<file path="src/qeas_pkg.sv">
`timescale 1ns / 1ps
// ---------------------------------------------------------------------------
// qeas_pkg
// Shared constants and types of the quadrature encoder scanner.
// ---------------------------------------------------------------------------
package qeas_pkg;

  localparam int ENCODER_COUNT = 4;
  localparam int BUTTON_COUNT  = 7;
  localparam int EVENT_COUNT   = ENCODER_COUNT + BUTTON_COUNT;

  localparam int SCAN_W      = 16;
  localparam int SRC_W       = 3;
  localparam int AMOUNT_W    = 5;
  localparam int SPEED_W     = 4;
  localparam int TICKS_W     = 8;
  localparam int CFG_INDEX_W = 3;
  localparam int CFG_DATA_W  = 32;
  localparam int ENC_MAP_W   = 8 * ENCODER_COUNT;
  localparam int BTN_MAP_W   = 4 * BUTTON_COUNT;

  localparam logic [31:0] ENC_MAP_RESET_FULL = 32'h1032AB89;
  localparam logic [31:0] BTN_MAP_RESET_FULL = 32'h0657FEDC;
  localparam logic [TICKS_W-1:0] TICKS_RESET = 8'd60;
  localparam logic [SPEED_W-1:0] STEP_RESET  = 4'd3;
  localparam logic [SPEED_W-1:0] MAX_RESET   = 4'd10;

  localparam logic [3:0] HIST_UP   = 4'd14;
  localparam logic [3:0] HIST_DOWN = 4'd4;

  localparam logic [1:0] DIR_NONE = 2'd0;
  localparam logic [1:0] DIR_UP   = 2'd1;
  localparam logic [1:0] DIR_DOWN = 2'd2;

  typedef enum logic [CFG_INDEX_W-1:0] {
    REG_ENCODER_PIN_MAP = 3'd0,
    REG_BUTTON_PIN_MAP  = 3'd1,
    REG_LOCKOUT_TICKS   = 3'd2,
    REG_SPEED_STEP      = 3'd3,
    REG_SPEED_MAX       = 3'd4
  } reg_index_t;

  typedef logic signed [AMOUNT_W-1:0] amount_t;

  typedef struct packed {
    logic [ENC_MAP_W-1:0] encoder_pin_map;
    logic [BTN_MAP_W-1:0] button_pin_map;
    logic [TICKS_W-1:0]   lockout_ticks;
    logic [SPEED_W-1:0]   speed_step;
    logic [SPEED_W-1:0]   speed_max;
  } cfg_t;

  typedef struct packed {
    logic [EVENT_COUNT-1:0]             mask;
    amount_t [ENCODER_COUNT-1:0]        amount;
  } event_set_t;

endpackage

</file>
<file path="src/qeas_cfg.sv">
`timescale 1ns / 1ps
// ---------------------------------------------------------------------------
// qeas_cfg
// Configuration register file, written by index.
// ---------------------------------------------------------------------------
module qeas_cfg (
  input  logic                           clk,
  input  logic                           rst,
  input  logic                           cfg_en,
  input  logic [qeas_pkg::CFG_INDEX_W-1:0] cfg_index,
  input  logic [qeas_pkg::CFG_DATA_W-1:0]  cfg_data,
  output qeas_pkg::cfg_t                 cfg
);
  import qeas_pkg::*;

  always_ff @(posedge clk) begin
    if (rst) begin
      cfg.encoder_pin_map <= ENC_MAP_RESET_FULL[ENC_MAP_W-1:0];
      cfg.button_pin_map  <= BTN_MAP_RESET_FULL[BTN_MAP_W-1:0];
      cfg.lockout_ticks   <= TICKS_RESET;
      cfg.speed_step      <= STEP_RESET;
      cfg.speed_max       <= MAX_RESET;
    end else if (cfg_en) begin
      case (cfg_index)
        REG_ENCODER_PIN_MAP: cfg.encoder_pin_map <= cfg_data[ENC_MAP_W-1:0];
        REG_BUTTON_PIN_MAP:  cfg.button_pin_map  <= cfg_data[BTN_MAP_W-1:0];
        REG_LOCKOUT_TICKS:   cfg.lockout_ticks   <= cfg_data[TICKS_W-1:0];
        REG_SPEED_STEP:      cfg.speed_step      <= cfg_data[SPEED_W-1:0];
        REG_SPEED_MAX:       cfg.speed_max       <= cfg_data[SPEED_W-1:0];
        default: ;
      endcase
    end
  end

endmodule

</file>
<file path="src/qeas_track.sv">
`timescale 1ns / 1ps
// ---------------------------------------------------------------------------
// qeas_track
// Encoder and button state; turns one scan word into a set of events.
// ---------------------------------------------------------------------------
module qeas_track (
  input  logic                        clk,
  input  logic                        rst,
  input  logic                        accept,
  input  logic [qeas_pkg::SCAN_W-1:0] scan_word,
  input  qeas_pkg::cfg_t              cfg,
  output qeas_pkg::event_set_t        events
);
  import qeas_pkg::*;

  logic [3:0]         phase_history    [ENCODER_COUNT];
  logic [1:0]         locked_direction [ENCODER_COUNT];
  logic [TICKS_W-1:0] lockout_count    [ENCODER_COUNT];
  logic [SPEED_W-1:0] turn_speed       [ENCODER_COUNT];
  logic [BUTTON_COUNT-1:0] button_previous;
  logic [1:0]         scan_phase;

  logic [3:0]         phase_history_next    [ENCODER_COUNT];
  logic [1:0]         locked_direction_next [ENCODER_COUNT];
  logic [TICKS_W-1:0] lockout_count_next    [ENCODER_COUNT];
  logic [SPEED_W-1:0] turn_speed_next       [ENCODER_COUNT];
  logic [BUTTON_COUNT-1:0] button_pressed;

  always_comb begin
    logic                phase_a;
    logic                phase_b;
    logic [3:0]          hist;
    logic                step_up;
    logic                step_down;
    logic [SPEED_W:0]    sp;
    events = '0;
    for (int k = 0; k < ENCODER_COUNT; k++) begin
      phase_a = ~scan_word[cfg.encoder_pin_map[8*k +: 4]];
      phase_b = ~scan_word[cfg.encoder_pin_map[8*k+4 +: 4]];
      hist = {phase_history[k][1:0], phase_b, phase_a};
      step_up   = (hist == HIST_UP)   && (locked_direction[k] != DIR_DOWN);
      step_down = (hist == HIST_DOWN) && (locked_direction[k] != DIR_UP);
      phase_history_next[k]    = hist;
      locked_direction_next[k] = locked_direction[k];
      lockout_count_next[k]    = lockout_count[k];
      sp = {1'b0, turn_speed[k]};
      if (step_up || step_down) begin
        events.mask[k]   = 1'b1;
        events.amount[k] = step_up ? amount_t'({1'b0, turn_speed[k]})
                                   : amount_t'(5'd0 - {1'b0, turn_speed[k]});
        sp = {1'b0, turn_speed[k]} + {1'b0, cfg.speed_step};
        locked_direction_next[k] = step_up ? DIR_UP : DIR_DOWN;
        lockout_count_next[k]    = cfg.lockout_ticks;
      end else begin
        if (lockout_count[k] > TICKS_W'(1)) begin
          lockout_count_next[k] = lockout_count[k] - TICKS_W'(1);
        end else begin
          lockout_count_next[k]    = '0;
          locked_direction_next[k] = DIR_NONE;
        end
        if ((turn_speed[k] > SPEED_W'(1)) && (scan_phase == 2'd0)) begin
          sp = {1'b0, turn_speed[k]} - (SPEED_W+1)'(1);
        end
      end
      turn_speed_next[k] = (sp > {1'b0, cfg.speed_max}) ? cfg.speed_max
                                                        : sp[SPEED_W-1:0];
    end
    for (int j = 0; j < BUTTON_COUNT; j++) begin
      button_pressed[j] = ~scan_word[cfg.button_pin_map[4*j +: 4]];
      events.mask[ENCODER_COUNT + j] = ~button_previous[j] & button_pressed[j];
    end
  end

  always_ff @(posedge clk) begin
    if (rst) begin
      for (int k = 0; k < ENCODER_COUNT; k++) begin
        phase_history[k]    <= '0;
        locked_direction[k] <= DIR_NONE;
        lockout_count[k]    <= '0;
        turn_speed[k]       <= SPEED_W'(1);
      end
      button_previous <= '1;
      scan_phase      <= '0;
    end else if (accept) begin
      for (int k = 0; k < ENCODER_COUNT; k++) begin
        phase_history[k]    <= phase_history_next[k];
        locked_direction[k] <= locked_direction_next[k];
        lockout_count[k]    <= lockout_count_next[k];
        turn_speed[k]       <= turn_speed_next[k];
      end
      button_previous <= button_pressed;
      scan_phase      <= scan_phase + 2'd1;
    end
  end

endmodule

</file>
<file path="src/qeas_emit.sv">
`timescale 1ns / 1ps
// ---------------------------------------------------------------------------
// qeas_emit
// Pending event set and output register; sends one event word per cycle while event_stall is low.
// ---------------------------------------------------------------------------
module qeas_emit (
  input  logic                          clk,
  input  logic                          rst,
  input  logic                          accept,
  input  qeas_pkg::event_set_t          events,
  output logic                          ready,
  output logic                          event_valid,
  input  logic                          event_stall,
  output logic                          event_kind,
  output logic [qeas_pkg::SRC_W-1:0]    source_index,
  output logic signed [qeas_pkg::AMOUNT_W-1:0] turn_amount,
  output logic                          last_event
);
  import qeas_pkg::*;

  logic [EVENT_COUNT-1:0]      pending;
  amount_t [ENCODER_COUNT-1:0] amount;
  logic [EVENT_COUNT-1:0]      pick;
  logic [EVENT_COUNT-1:0]      rest;
  logic                        advance;
  logic                        pick_kind;
  logic [SRC_W-1:0]            pick_src;
  amount_t                     pick_amount;

  assign advance = ~event_valid | ~event_stall;
  assign pick    = pending & (~pending + EVENT_COUNT'(1));
  assign rest    = pending & ~pick;
  assign ready   = (pending == '0) || (advance && (rest == '0));

  always_comb begin
    pick_kind   = 1'b0;
    pick_src    = '0;
    pick_amount = '0;
    for (int i = 0; i < ENCODER_COUNT; i++) begin
      if (pick[i]) begin
        pick_src    = SRC_W'(i);
        pick_amount = amount[i];
      end
    end
    for (int j = 0; j < BUTTON_COUNT; j++) begin
      if (pick[ENCODER_COUNT + j]) begin
        pick_kind = 1'b1;
        pick_src  = SRC_W'(j);
      end
    end
  end

  always_ff @(posedge clk) begin
    if (rst) begin
      pending     <= '0;
      event_valid <= 1'b0;
    end else begin
      if (accept) begin
        pending <= events.mask;
      end else if (advance) begin
        pending <= rest;
      end
      if (advance) begin
        event_valid <= (pending != '0);
      end
    end
  end

  always_ff @(posedge clk) begin
    if (accept) begin
      amount <= events.amount;
    end
    if (advance) begin
      event_kind   <= pick_kind;
      source_index <= pick_src;
      turn_amount  <= pick_amount;
      last_event   <= (rest == '0);
    end
  end

endmodule

</file>
<file path="src/quadrature_encoder_accel_scanner.sv">
`timescale 1ns / 1ps
// ---------------------------------------------------------------------------
// quadrature_encoder_accel_scanner
// Quadrature encoder and button scanner with turn acceleration.
// ---------------------------------------------------------------------------
//   channel  signals                                   direction
//   scan     scan_valid, scan_stall, scan_word         in
//   event    event_valid, event_stall, event_kind,
//            source_index, turn_amount, last_event     out
//   config   cfg_en, cfg_index, cfg_data               in
//
// A scan is decoded and its events registered into the pending set in the
// cycle it is accepted; they leave through the output register one event
// word per cycle while event_stall is low. The next scan is accepted as
// the last pending event moves out; scans with zero or one event are taken
// every cycle while event_stall is low. rst is synchronous and clears all
// encoder, button and queue state. A stalled word holds; pending ones wait.
// ---------------------------------------------------------------------------
module quadrature_encoder_accel_scanner (
  input  logic                              clk,
  input  logic                              rst,
  input  logic                              scan_valid,
  output logic                              scan_stall,
  input  logic [qeas_pkg::SCAN_W-1:0]       scan_word,
  output logic                              event_valid,
  input  logic                              event_stall,
  output logic                              event_kind,
  output logic [qeas_pkg::SRC_W-1:0]        source_index,
  output logic signed [qeas_pkg::AMOUNT_W-1:0] turn_amount,
  output logic                              last_event,
  input  logic                              cfg_en,
  input  logic [qeas_pkg::CFG_INDEX_W-1:0]  cfg_index,
  input  logic [qeas_pkg::CFG_DATA_W-1:0]   cfg_data
);
  import qeas_pkg::*;

  cfg_t       cfg;
  event_set_t events;
  logic       ready;
  logic       accept;

  assign scan_stall = ~ready;
  assign accept     = scan_valid & ready;

  qeas_cfg u_cfg (
    .clk       (clk),
    .rst       (rst),
    .cfg_en    (cfg_en),
    .cfg_index (cfg_index),
    .cfg_data  (cfg_data),
    .cfg       (cfg)
  );

  qeas_track u_track (
    .clk       (clk),
    .rst       (rst),
    .accept    (accept),
    .scan_word (scan_word),
    .cfg       (cfg),
    .events    (events)
  );

  qeas_emit u_emit (
    .clk          (clk),
    .rst          (rst),
    .accept       (accept),
    .events       (events),
    .ready        (ready),
    .event_valid  (event_valid),
    .event_stall  (event_stall),
    .event_kind   (event_kind),
    .source_index (source_index),
    .turn_amount  (turn_amount),
    .last_event   (last_event)
  );

endmodule

</file>
<file path="config.mk">
export PLATFORM = sky130hd
export DESIGN_NAME = quadrature_encoder_accel_scanner
export DESIGN_NICKNAME = d
export VERILOG_FILES = /design/src/qeas_pkg.sv /design/src/qeas_cfg.sv /design/src/qeas_track.sv /design/src/qeas_emit.sv /design/src/quadrature_encoder_accel_scanner.sv
export SDC_FILE = /design/constraint.sdc
export NUM_CORES = 1
export LEC_CHECK = 0
export ABC_CLOCK_PERIOD_IN_PS = 9300
export BUFFER_PORTS_ARGS = -buffer_cell sky130_fd_sc_hd__buf_2
export CAP_MARGIN = 5
export CORE_UTILIZATION = 68
export CTS_BUF_LIST = sky130_fd_sc_hd__clkbuf_4
export DETAILED_ROUTE_END_ITERATION = 16
export PLACE_DENSITY_LB_ADDON = 0.15
export SYNTH_ARGS = -nofsm -noshare
export SYNTH_HDL_FRONTEND = slang
export SYNTH_SLANG_ARGS = --single-unit
</file>
<file path="constraint.sdc">
create_clock -name clk -period 9.3 [get_ports clk]
set_input_delay 0.465 -clock clk [delete_from_list [all_inputs] [get_ports clk]]
set_output_delay 0.465 -clock clk [all_outputs]
set_load 0.1 [all_outputs]
</file>
; ---- Word level (Yosys, flattened, before mapping)
; Memories as Yosys holds them, arrays and structs flattened.
; Cells that the tools add are included.
[word_totals]
memories = 4
wordCells = 291
output_inout_bits = 12
ff_bits = 127
ramBits = 72
[op_classes]
eq_ne = 20
n_lt_le_gt_ge = 27
n_mux = 107
n_addsub = 18
bitwise_logic = 58
n_reduce_logical = 35
[mem_list]
columns = name, words, width, read_ports, rd_clocked_by_memory_dff, write_ports, line
row1 = u_track.lockout_count, 4, 8, 4, 0, 4, qeas_track.sv:18  ; logic [TICKS_W-1:0] lockout_count [ENCODER_COUNT];
row2 = u_track.phase_history, 4, 4, 4, 0, 4, qeas_track.sv:16  ; logic [3:0] phase_history [ENCODER_COUNT];
row3 = u_track.turn_speed, 4, 4, 4, 0, 4, qeas_track.sv:19  ; logic [SPEED_W-1:0] turn_speed [ENCODER_COUNT];
row4 = u_track.locked_direction, 4, 2, 4, 0, 4, qeas_track.sv:17  ; logic [1:0] locked_direction [ENCODER_COUNT];
[ops]
columns = op, n
row1 = two-way mux 8 bit, 12
row2 = < comparator 4 x 5 -> 1 bit (second input constant), 15
row3 = two-way mux 4 bit, 16
row4 = binary-select mux 1 bit (select 4 bit), 15
row5 = two-way mux 5 bit, 12
row6 = two-way mux 2 bit, 24
row7 = greater-than comparator 8 x 1 -> 1 bit (second input constant), 4
row8 = subtractor 8 x 1 -> 8 bit (second input constant), 4
row9 = inverter 1 bit, 29
row10 = two-way mux 1 bit, 26
row11 = bitwise AND 11 bit, 2
row12 = zero test 11 bit, 2
row13 = two-way mux 11 bit, 2
row14 = inverter 11 bit, 2
row15 = adder 4 x 4 -> 5 bit, 4
row16 = greater-than comparator 5 x 4 -> 1 bit, 4
row17 = subtractor 1 x 4 -> 5 bit (first input constant), 4
row18 = subtractor 4 x 1 -> 5 bit (second input constant), 4
row19 = OR 1 bit, 17
row20 = equality test 4 x 3 -> 1 bit (second input constant), 4
row21 = equality test 4 bit (second input constant), 4
row22 = greater-than comparator 4 x 1 -> 1 bit (second input constant), 4
row23 = logical AND 1 bit, 13
row24 = adder 11 x 1 -> 11 bit (second input constant), 1
row25 = 16 further kinds, 41

; ---- Longest topological paths before layout
; Gate-level depths: netlist (run 1).
[logic_depth]
ltp_word = 13
depth_mapped = 18
depth_no_buf = 15

; ---- Cells and area by module
; Synthesis (run 1) repeated with hierarchy kept, for this count alone.
[unflattened]
hier_cells = 1229
hier_area_um2 = 12664.6
[by_module_without_submodules]
columns = mod, cells_per_inst, seq_area_each_um2, n_inst, area_each_um2
row1 = qeas_track, 767, 2102.0, 1, 7766.2
row2 = qeas_cfg, 308, 1521.5, 1, 3103.0
row3 = qeas_emit, 152, 1141.1, 1, 1785.5
row4 = quadrature_encoder_accel_scanner, 2, 0.0, 1, 10.0

; ---- Worst setup path after synthesis (run 1)
; No wires, ideal clock.
[synth_timing]
path_type = register to register
startpoint = reg, netlist name u_cfg.cfg[66]
endpoint = mem u_track.turn_speed[2][1] (data pin)
setup_ns = 0.167
arrival_time_ns = 4.130
stages_incl_launch_ff = 17
slack_ns = 5.002
path_buffers = 2
period_less_slack_ns = 4.298
path_cell_list = dfxtp_1 clkbuf_1 mux4_2 mux2_2 a22oi_1 nor2_1 nor2_1 buf_2 mux2_2 ha_1 nor2b_1 o21a_1 o21a_1 o21ai_1 nand2_1 mux2_2 a211oi_1
[synth_lines]
columns = element, line
row1 = to (decl), qeas_track.sv:19

==> flow_metrics.env, run 1 <==
export IMPL_grt_pass1_vias=9538
export IMPL_crit_top_cell="mux2_2"
export IMPL_dp_cells=1477
export IMPL_layout_min_cycle_time_ps=5610
export IMPL_syn_area_per_cell_um2=9.73
export IMPL_slew_violations=0
export IMPL_fin_cells=1511
export IMPL_met2_usage_pct=54.6
export IMPL_cts_clk_slew_worst_paths_ps=170
export IMPL_area_delta_synth_final_pct=4.85
export IMPL_grt_ovfl_total=0
export IMPL_synth_seq_cells=191
export IMPL_gp_congestion=0.920
export IMPL_worst_slew_pin_slew_ps=1280
export IMPL_switching_share_pct=36.4
export IMPL_wl_mm=30.5
export IMPL_p_leak_nw=5.22
export IMPL_rrSetupSlack_ps=3690
export IMPL_rsz0062_at_grt="false"
export IMPL_clock_path_buffers=2
export IMPL_insertion_delay_ps=610
export IMPL_io_buffers=67
export IMPL_hold_buffers=0
export IMPL_rows=48
export IMPL_cp_slowest_cell="o21ai_0"
export IMPL_ys_types=70
export IMPL_ys_async_sr_fraction_pct=0
export IMPL_timing_worst_setup_path_type="reg2reg"
export IMPL_cts_buffers=17
export IMPL_final_cell_mix="nand2_1, nor2_1, dfxtp_1"
export IMPL_max_freq_ghz=0.178
export IMPL_p_int_w=0.00137
export IMPL_final_common_cell="nand2_1"
export IMPL_num_vias=10100
export IMPL_grt_antenna_before_repair=2
export IMPL_switchingPower_w=0.000783
export IMPL_postCtsSetupBuffers=0
export IMPL_cts_sink_count=191
export IMPL_drt_iter0_drc=1169
export IMPL_pin_count=68
export IMPL_final_period_utilization_pct=60.3
export IMPL_netlist_area_leader_share_pct=23.1
export IMPL_yosysWarnings=0
export IMPL_seqPwrFrac_pct=48.1
export IMPL_cts_root_buf="clkbuf_4"
export IMPL_crit_path_max_incr_delay_ps=870
export IMPL_grtUsageMet3_pct=7.53
export IMPL_fin_skew_ps=30.6
export IMPL_crit_chain="mux4_2 > mux2i_1 > mux2_2 > nor4b_1 > or2_2 > mux2_2 > ha_1 > o21a_1 > o21a_1 > o21ai_0 > and2_1 > mux2_2 > a211oi_1"
export IMPL_peakVddDrop_v=0.000128
export IMPL_synth_main_ff_cell="dfxtp_1"
export IMPL_grt_start_max_net_pins=60
export IMPL_syn_num_nets=1365
export IMPL_track_usage_pct=34.7
export IMPL_cts_tree="done"
export IMPL_end_kind="flip-flop"
export IMPL_wl_per_cell_um=20.2
export IMPL_ant_nets=0
export IMPL_htreeDepth=4
export IMPL_finalHoldViolations=0
export IMPL_die_area_um2=18500
export IMPL_hold_path_class="in2reg"
export IMPL_drive_gt1_share_pct=16.0
export IMPL_grt_util_met1_pct=46.9
export IMPL_outcome="finished, final reports clean"
export IMPL_ys_seq_area_share_pct=39.0
export IMPL_startpoint_type="flip-flop"
export IMPL_dp_hpwl_mm=21.4
export IMPL_drv_cap=0
export IMPL_grt_pass1_wl_mm=48.9
export IMPL_slew_headroom_pct=14.5
export IMPL_syn_area_um2=12200
export IMPL_start_util_pct=70.2
export IMPL_grt_busiest_layer="met2"
export IMPL_coreArea_um2=17400
export IMPL_synth_edf_count=94
export IMPL_critical_path_required_ps=9730
export IMPL_combPwrFrac_pct=32.0
export IMPL_die_w_um=136
export IMPL_first_pass_iters=6
export IMPL_synth_area_leaders="edfxtp_1, dfxtp_1, mux4_2"
export IMPL_p_per_area_nw_per_um2=168
export IMPL_netlist_instances=1256
export IMPL_drc=0
export IMPL_die_h_um=136
export IMPL_via_per_inst=6.70
export IMPL_cts_resized=0
export IMPL_clkPwrFrac_pct=19.9
export IMPL_cp_arrival_ps=6040
export IMPL_fin_tns_setup_ps=0
export IMPL_hold_worst_slack_ps=71.5
export IMPL_crit_path_max_fanout=33
export IMPL_nets=1380
export IMPL_yosys_area_top_type="edfxtp_1"
export IMPL_setup_viol=0
-- Yosys cell counts (4+ instances only) --
cell	instances
nand3b_1	4
inv_1	44
mux4_2	68
and2_1	15
fa_1	4
o21ai_0	32
o21a_1	9
o211ai_1	13
a211oi_1	6
ha_1	49
nand4_1	5
nor2_1	122
nor2b_1	13
buf_2	12
a22oi_1	9
edfxtp_1	94
nand2_1	182
nor4_1	12
dfxtp_1	97
nand2b_1	7
nor4b_1	4
o31ai_1	6
xor2_1	10
nand3_1	49
and3_1	7
or4_1	5
or3_1	19
or2_2	4
nor3_1	27
a211o_1	6
a21oi_1	95
mux2_2	17
xnor2_1	30
clkbuf_1	60
mux2i_1	51
a21o_1	15
a221o_1	5
-- layout make-up --
class	count	area, um2
tap	225	282
clock buffer	19	143
inverter	45	169
antenna	2	5.00
timing repair buffer	76	403
fill	1313	4600
sequential	191	4760
clock inverter	13	103
multi-input combinational	940	6950
-- state kept, by name, summed over array words and instances, names as in the netlist --
name and cells:
u_track.turn_speed 16, u_emit.amount 20, u_track.phase_history 8, u_emit.last_event 1, u_track.button_previous 7, u_emit.turn_amount 5, u_track.lockout_count 32, u_track.scan_phase 2
u_track.locked_direction 8, u_emit.source_index 3, u_emit.event_valid 1, u_emit.pending 11, u_cfg.cfg 76, u_emit.event_kind 1
-- worst paths after layout --
check                             endpoint           from  depth (start not counted)
setup reg to reg  u_track.turn_speed[3][3]  u_cfg.cfg[74]                         13
hold reg to reg              u_cfg.cfg[48]  u_cfg.cfg[48]                          2
setup / recovery  u_track.turn_speed[3][3]  u_cfg.cfg[74]                         13
hold / removal               u_cfg.cfg[42]   cfg_data[26]                          3
-- kinds of logic after synthesis --
family | count (synthesis) | synth area share [%]
compound gates | 225 | 11.6
xor+xnor | 40 | 2.87
fa+ha+maj | 54 | 5.75
buf+inv | 125 | 4.24
flops | 191 | 39.0
mux | 136 | 18.3
simple gates | 485 | 18.3
-- stage by stage --
stage	area (um2)	worst slack [ps]	total power (W)	utilization (%)
finish	12800	3690	0.00215	73.6
global route	12800	3340	0.00227	73.6
CTS	12800	3840	0.00214	73.6
detailed placement	12600	3670	0.00173	72.1
global placement	12600	3940	0.00171	72.1
floorplan	12200	5000	0.00157	-
-- layer usage --
layer,routed length [um],vias to the layer above
met1,12100,4812
met4,875,0
met2,14300,602
li1,-,4622
met5,0,-
met3,3180,86
-- power by group through the flow --
| stage | sequential (W) | clock [W] | combinational (W) |
|---|---|---|---|
| floorplan | 0.00108 | 0 | 0.000494 |
| global placement | 0.00105 | 0 | 0.000657 |
| detailed placement | 0.00105 | 0 | 0.000677 |
| CTS | 0.00103 | 0.000429 | 0.000681 |
| global route | 0.00104 | 0.000465 | 0.000760 |
| finish | 0.00104 | 0.000428 | 0.000690 |
-- critical path: cells and delay by family, from the launching register on --
kind | cells | cell delay (ps)
muxes | 5 | 1700
adders and majority gates | 1 | 290
DFF | 1 | 470
AOI/OAI and AO/OA | 4 | 1360
and+or+nand+nor | 3 | 1620
Power figures use the tool's default switching activity.
==> run 2, diff against run 1 <==
--- a/config.mk
+++ b/config.mk
@@ -5,10 +5,11 @@
 export SDC_FILE = /design/constraint.sdc
 export NUM_CORES = 1
 export LEC_CHECK = 0
-export ABC_CLOCK_PERIOD_IN_PS = 9300
+export ABC_AREA = 1
+export ABC_CLOCK_PERIOD_IN_PS = 5000
 export BUFFER_PORTS_ARGS = -buffer_cell sky130_fd_sc_hd__buf_2
 export CAP_MARGIN = 5
-export CORE_UTILIZATION = 68
+export CORE_UTILIZATION = 58
 export CTS_BUF_LIST = sky130_fd_sc_hd__clkbuf_4
 export DETAILED_ROUTE_END_ITERATION = 16
 export PLACE_DENSITY_LB_ADDON = 0.15
==> constraint.sdc (replaced) <==
create_clock -name clk -period 5 [get_ports clk]
set_input_delay 0.25 -clock clk [delete_from_list [all_inputs] [get_ports clk]]
set_output_delay 0.25 -clock clk [all_outputs]
set_load 0.1 [all_outputs]
==> run 2 against run 1 <==
  * Wire length up 15%
  * Design area grew 4.5%
  * Maximum frequency rose by 42%
==> flow_metrics.env, run 2 <==
export IMPL_outcome="finished, final reports clean"
export IMPL_ys_async_sr_fraction_pct=0
export IMPL_top_register="u_cfg.cfg"
export IMPL_startpoint_type="flip-flop"
export IMPL_netlist_area_leader_share_pct=22.9
export IMPL_crit_top_cell="nand3_1"
export IMPL_fin_area_um2=13400
export IMPL_grt_antenna_before_repair=1
export IMPL_ys_seq_area_share_pct=38.7
export IMPL_clock_path_buffers=2
export IMPL_grt_pass1_vias=11000
export IMPL_yosysWarnings=0
export IMPL_drv_cap=0
export IMPL_start_util_pct=59.9
export IMPL_layout_min_cycle_time_ps=3960
export IMPL_gp_congestion=0.939
export IMPL_synth_common_cells="nand2_1, nand3_1, inv_1"
export IMPL_drc=0
export IMPL_insertion_delay_ps=620
export IMPL_grt_ovfl_total=0
export IMPL_cts_tree="done"
export IMPL_cts_resized=0
export IMPL_max_freq_ghz=0.253
export IMPL_ant_nets=0
export IMPL_wl_mm=34.9
export IMPL_crit_path_max_incr_delay_ps=650
export IMPL_nets=1895
export IMPL_crit_path_max_fanout=18
export IMPL_timing_worst_setup_path_type="reg2reg"
export IMPL_peakVddDrop_v=0.000160
export IMPL_cts_clk_slew_worst_paths_ps=190
export IMPL_area_delta_synth_final_pct=8.64
export IMPL_syn_area_um2=12300
export IMPL_io_buffers=67
export IMPL_final_period_utilization_pct=79.1
export IMPL_crit_family="simple AND/OR/NAND/NOR gates"
export IMPL_synth_seq_cells=191
export IMPL_setup_slack_ps=1040
export IMPL_drt_iter0_drc=1250
export IMPL_final_cell_mix="nand2_1, nand3_1, inv_1"
export IMPL_grt_start_max_net_pins=55
export IMPL_worst_path_buf_inv=2
export IMPL_synth_main_ff_cell="dfxtp_1"
export IMPL_place_ws_ps=1070
export IMPL_synth_area_leaders="edfxtp_1, dfxtp_1, nand2_1"
export IMPL_postCtsSetupBuffers=0
export IMPL_syn_num_nets=1839
export IMPL_grt_pass1_wl_mm=55.5
export IMPL_dp_hpwl_mm=24.4
export IMPL_ys_types=44
export IMPL_critical_path_required_ps=5360
export IMPL_final_common_cell="nand2_1"
export IMPL_hold_path_class="in2reg"
export IMPL_cts_root_buf="clkbuf_4"
export IMPL_via_per_inst=5.79
export IMPL_syn_area_per_cell_um2=7.12
export IMPL_cp_arrival_ps=4320
export IMPL_p_per_area_nw_per_um2=302
export IMPL_largest_reg_flops=76
export IMPL_dpl_cell_area_um2=12700
export IMPL_slew_violations=0
export IMPL_end_kind="flip-flop"
export IMPL_setup_viol=0
export IMPL_rsz0062_at_grt="false"
export IMPL_htreeDepth=4
export IMPL_hold_worst_slack_ps=43.7
export IMPL_die_w_um=148
export IMPL_cts_sink_count=191
export IMPL_yosys_cell_count_top_type="nand2_1"
export IMPL_die_area_um2=21800
export IMPL_p_leak_nw=6.31
export IMPL_first_pass_iters=6
export IMPL_cp_slowest_cell="dfxtp_1"
export IMPL_synth_edf_count=94
export IMPL_pin_count=68
export IMPL_track_usage_pct=32.7
export IMPL_cts_buffers=17
export IMPL_finalHoldViolations=0
export IMPL_fin_tns_setup_ps=0
export IMPL_yosys_area_top_type="edfxtp_1"
export IMPL_crit_chain="inv_1 > nand2_1 > nand3_1 > nand3_1 > nand3_1 > nand2_1 > nand3_1 > nand2_1 > inv_1 > o21ai_1 > ha_1 > a21oi_1 > o21ai_0 > o21ai_0 > nand3_1 > nand2_1 > nand3_1"
export IMPL_wl_per_cell_um=16.9
export IMPL_fin_skew_ps=33.6
export IMPL_rows=52
export IMPL_netlist_instances=1730
export IMPL_drive_gt1_share_pct=7.34
export IMPL_die_h_um=148
export IMPL_finalCoreUtilization_pct=65.1
export IMPL_reg_largest_list="u_cfg.cfg: 76 flops, u_track.lockout_count: 32 flops, u_emit.amount: 20 flops"
export IMPL_num_vias=12000
export IMPL_slew_headroom_pct=26.5
export IMPL_worst_slew_pin_slew_ps=1100
export IMPL_coreArea_um2=20600
## run 2: cell count changes in the layout (fill, tap and decap cells not counted), moves of 18 or more
cell / delta
o21ai_0: +79
mux4_2: -68
nor2_1: +21
dlygate4sd3_1: +32
nand2_1: +276
inv_1: +157
or3_1: -18
nand3_1: +161
mux2i_1: -50
xnor2_1: -20
o211ai_1: +60
## run 2: repair_timing
| action | 4_1_cts | 5_1_grt |
|---|---|---|
| endpoints found under the setup margin | 0 | 0 |
| endpoints found under the hold margin | 65 | 0 |
| hold buffers | 32 | 0 |
## run 2: area by class of cell
class / count / area (um2)
Clock buffer: 17 / 128
Fill cell: 1898 / 7170
Multi-Input combinational cell: 1258 / 6460
Timing Repair Buffer: 104 / 706
Tap cell: 270 / 338
Clock inverter: 15 / 185
Antenna cell: 2 / 5.00
Sequential cell: 191 / 4760
Inverter: 214 / 805
## run 2: logic make-up after synthesis
| kind of cell | Yosys count | synth area share (%) |
|---|---|---|
| mux | 1 | 0.0812 |
| fa+ha+maj | 53 | 5.63 |
| simple gates | 861 | 29.7 |
| flops | 191 | 38.7 |
| xor+xnor | 35 | 2.49 |
| compound gates | 308 | 14.4 |
| buf+inv | 281 | 9.02 |
## run 2: stage by stage
step / total power (W) / cells
2_1_floorplan: 0.00282 / 1730
3_3_place_gp: 0.00309 / 2005
3_5_place_dp: 0.00312 / 2005
4_1_cts: 0.00403 / 2069
5_1_grt: 0.00428 / 2070
6_report: 0.00404 / 2071
## run 2: final timing paths
| kind | from | end | slack [ps] | cells past startpoint |
|---|---|---|---|---|
| min reg2reg | u_cfg.cfg[39] | u_cfg.cfg[39] | 500 | 2 |
| max | u_cfg.cfg[52] | u_track.turn_speed[1][0] | 1040 | 17 |
| min | cfg_index[0] | u_cfg.cfg[12] | 40 | 4 |
| max reg2reg | u_cfg.cfg[52] | u_track.turn_speed[1][0] | 1040 | 17 |
## run 2: where the power goes
part / switching [W] / internal (W) / total (W)
Clock: 0.000630 / 0.000281 / 0.000911
Sequential: 0.000118 / 0.00179 / 0.00191
Combinational: 0.000807 / 0.000414 / 0.00122
Total: 0.00155 / 0.00249 / 0.00404
## run 2: metal layers
layer	GRT usage [%]	share of wire, %	vias up
li1	-	-	5869
met1	45.6	44	5505
met2	52.1	45	572
met3	5.62	9.1	54
met4	9.07	1.6	0
met5	0	0	-
## run 2: worst reg2reg max path, stage by stage (launching register included)
cell	delay [ps]
dfxtp_1	650
inv_1	140
nand2_1	80
nand3_1	80
nand3_1	90
nand3_1	80
nand2_1	160
nand3_1	270
nand2_1	610
inv_1	230
o21ai_1	250
ha_1	280
a21oi_1	120
o21ai_0	80
o21ai_0	120
nand3_1	250
nand2_1	120
nand3_1	90
==> run 3, diff against run 2 <==
--- a/config.mk
+++ b/config.mk
@@ -5,11 +5,11 @@
 export SDC_FILE = /design/constraint.sdc
 export NUM_CORES = 1
 export LEC_CHECK = 0
-export ABC_AREA = 1
-export ABC_CLOCK_PERIOD_IN_PS = 5000
+export ABC_AREA = 0
+export ABC_CLOCK_PERIOD_IN_PS = 4000
 export BUFFER_PORTS_ARGS = -buffer_cell sky130_fd_sc_hd__buf_2
 export CAP_MARGIN = 5
-export CORE_UTILIZATION = 58
+export CORE_UTILIZATION = 64
 export CTS_BUF_LIST = sky130_fd_sc_hd__clkbuf_4
 export DETAILED_ROUTE_END_ITERATION = 16
 export PLACE_DENSITY_LB_ADDON = 0.15
==> constraint.sdc (replaced) <==
create_clock -name clk -period 4 [get_ports clk]
set_input_delay 0.2 -clock clk [delete_from_list [all_inputs] [get_ports clk]]
set_output_delay 0.2 -clock clk [all_outputs]
set_load 0.1 [all_outputs]
==> run 3 against run 2 <==
  * Count of clock-buffer cells in the layout unchanged
  * Non-clock buffer count increased by 51
  * Sequential share of layout area decreased by 0.54 points
  * Register-to-register slack lost 1000 ps
  * Sequential power increased by 26%
  * Critical endpoint is now u_track.turn_speed[1][1]
==> flow_metrics.env, run 3 (synthesized netlist as in run 1, its figures left out) <==
export IMPL_peakVddDrop_v=0.000288
export IMPL_final_cell_mix="nand2_1, nor2_1, edfxtp_1"
export IMPL_crit_chain="mux4_2 > mux4_2 > mux2i_2 > nand3_2 > buf_6 > o21ai_0 > ha_1 > a21oi_2 > o21ai_2 > a221oi_1 > buf_4 > mux2_4 > or2_0 > a21oi_1"
export IMPL_max_freq_ghz=0.251
export IMPL_crit_top_cell="mux4_2"
export IMPL_cp_slowest_cell="mux4_2"
export IMPL_nets=1459
export IMPL_grt_pass1_vias=9906
export IMPL_cp_arrival_ps=4330
export IMPL_dp_hpwl_mm=22.0
export IMPL_die_h_um=140
export IMPL_outcome="finished, final reports clean"
export IMPL_layout_min_cycle_time_ps=3980
export IMPL_critPathLaunch="u_cfg.cfg[58]"
export IMPL_cts_root_buf="clkbuf_4"
export IMPL_drv_cap=0
export IMPL_crit_path_max_incr_delay_ps=570
export IMPL_reg_largest_list="u_cfg.cfg: 76 flops, u_track.lockout_count: 32 flops, u_emit.amount: 20 flops"
export IMPL_setup_slack_ps=21.2
export IMPL_design_power_total_w=0.00514
export IMPL_ant_nets=0
export IMPL_cts_clk_slew_worst_paths_ps=170
export IMPL_hold_path_class="in2reg"
export IMPL_p_per_area_nw_per_um2=377
export IMPL_wl_mm=31.5
export IMPL_p_leak_nw=5.64
export IMPL_place_ws_ps=-81.5
export IMPL_htreeDepth=4
export IMPL_coreArea_um2=18700
export IMPL_hold_worst_slack_ps=93.5
export IMPL_met2_usage_pct=53.1
export IMPL_grt_ovfl_total=0
export IMPL_seqCellArea_um2=4790
export IMPL_fin_tns_setup_ps=0
export IMPL_pin_count=68
export IMPL_setup_viol=0
export IMPL_drt_iter0_drc=912
export IMPL_rows=50
export IMPL_start_util_pct=65.3
export IMPL_critical_path_required_ps=4350
export IMPL_track_usage_pct=32.5
export IMPL_grt_antenna_before_repair=2
export IMPL_num_vias=10300
export IMPL_rrSetupSlack_ps=20
export IMPL_cts_buffers=17
export IMPL_drc=0
export IMPL_insertion_delay_ps=590
export IMPL_multiInputGateArea_um2=7040
export IMPL_slew_headroom_pct=11.9
export IMPL_crit_path_max_fanout=5
export IMPL_r2r_start="u_cfg.cfg[58]"
export IMPL_die_area_um2=19700
export IMPL_final_common_cell="nand2_1"
export IMPL_end_kind="flip-flop"
export IMPL_largest_reg_flops=76
export IMPL_slew_violations=0
export IMPL_grtUsageMet3_pct=6.32
export IMPL_grt_busiest_layer="met2"
export IMPL_timing_worst_setup_path_type="reg2reg"
export IMPL_grt_util_met1_pct=42.9
export IMPL_finalHoldViolations=0
export IMPL_grt_start_max_net_pins=48
export IMPL_final_period_utilization_pct=99.5
export IMPL_worst_path_buf_inv=2
export IMPL_area_delta_synth_final_pct=11.8
export IMPL_fill_cells=1357
export IMPL_cts_sink_count=191
export IMPL_top_register="u_cfg.cfg"
export IMPL_die_w_um=140
export IMPL_min_from="event_stall"
export IMPL_fin_skew_ps=30.0
export IMPL_via_per_inst=6.46
export IMPL_first_pass_iters=6
export IMPL_grt_pass1_wl_mm=49.9
export IMPL_io_buffers=67
export IMPL_worst_slew_pin_slew_ps=1320
export IMPL_drive_gt1_share_pct=20.2
export IMPL_cts_tree="done"
export IMPL_crit_family="multiplexers"
export IMPL_startpoint_type="flip-flop"
export IMPL_gp_congestion=0.942
export IMPL_wl_per_cell_um=19.7
export IMPL_clock_path_buffers=2
run 3: cell count changes in the layout (fill, tap and decap cells not counted), sizes merged, moves of 17 or more:
| cell | change |
|---|---|
| buf | +50 |
| inv | -161 |
| mux2 | +17 |
| mux2i | +50 |
| mux4 | +68 |
| nand2 | -281 |
| nand3 | -163 |
| nor2 | -30 |
| o211ai | -60 |
| o21ai | -79 |
| or3 | +18 |
| xnor2 | +20 |
run 3: area by class of cell:
type / count / area share (%)
clock inverter: 15 / 0.943
timing repair buffer: 155 / 8.13
tap: 234 / 2.14
antenna: 1 / 0.0183
inverter: 45 / 1.24
clock buffer: 17 / 0.934
sequential: 191 / 35.1
multi-input combinational: 940 / 51.5
run 3: tightest hold or removal path: cells and delay by family:
kind / cells / cell delay [ps]
simple gates: 2 / 280
compound gates: 1 / 110
buf+inv: 1 / 70
run 3: stage by stage:
| step | instances | util [%] | cell area, um2 |
|---|---|---|---|
| detailed placement | 1525 | 69.1 | 12900 |
| global route | 1598 | 73.0 | 13700 |
| finish | 1598 | 73.0 | 13700 |
| floorplan | 1256 | - | 12300 |
| CTS | 1590 | 72.3 | 13500 |
| global placement | 1525 | 69.1 | 12900 |
run 3: routing by layer:
layer	vias to the layer above	part of all wire, %
li1	4771	-
met5	-	0
met3	87	9.6
met1	4922	40
met2	548	47
met4	0	2.8
run 3: worst paths after layout:
| check | end | cells after the start |
|---|---|---|
| setup / recovery | u_track.turn_speed[1][1] | 14 |
| hold / removal | u_emit.pending[0] | 4 |
| setup reg to reg | u_track.turn_speed[1][1] | 14 |
| hold reg to reg | u_cfg.cfg[75] | 2 |
run 3: repair_timing:
action	4_1_cts	5_1_grt
setup endpoints to repair	7	16
setup buffers	0	7
endpoints found under the hold margin	87	0
resized for setup	6	27
gates cloned	0	0
hold buffers	33	0
pin swaps	0	7
run 3: where the power goes:
part	internal, W	switching, W	total [W]
clock network	0.000267	0.000733	0.00100
registers	0.00224	0.000162	0.00240
logic	0.000768	0.000976	0.00174
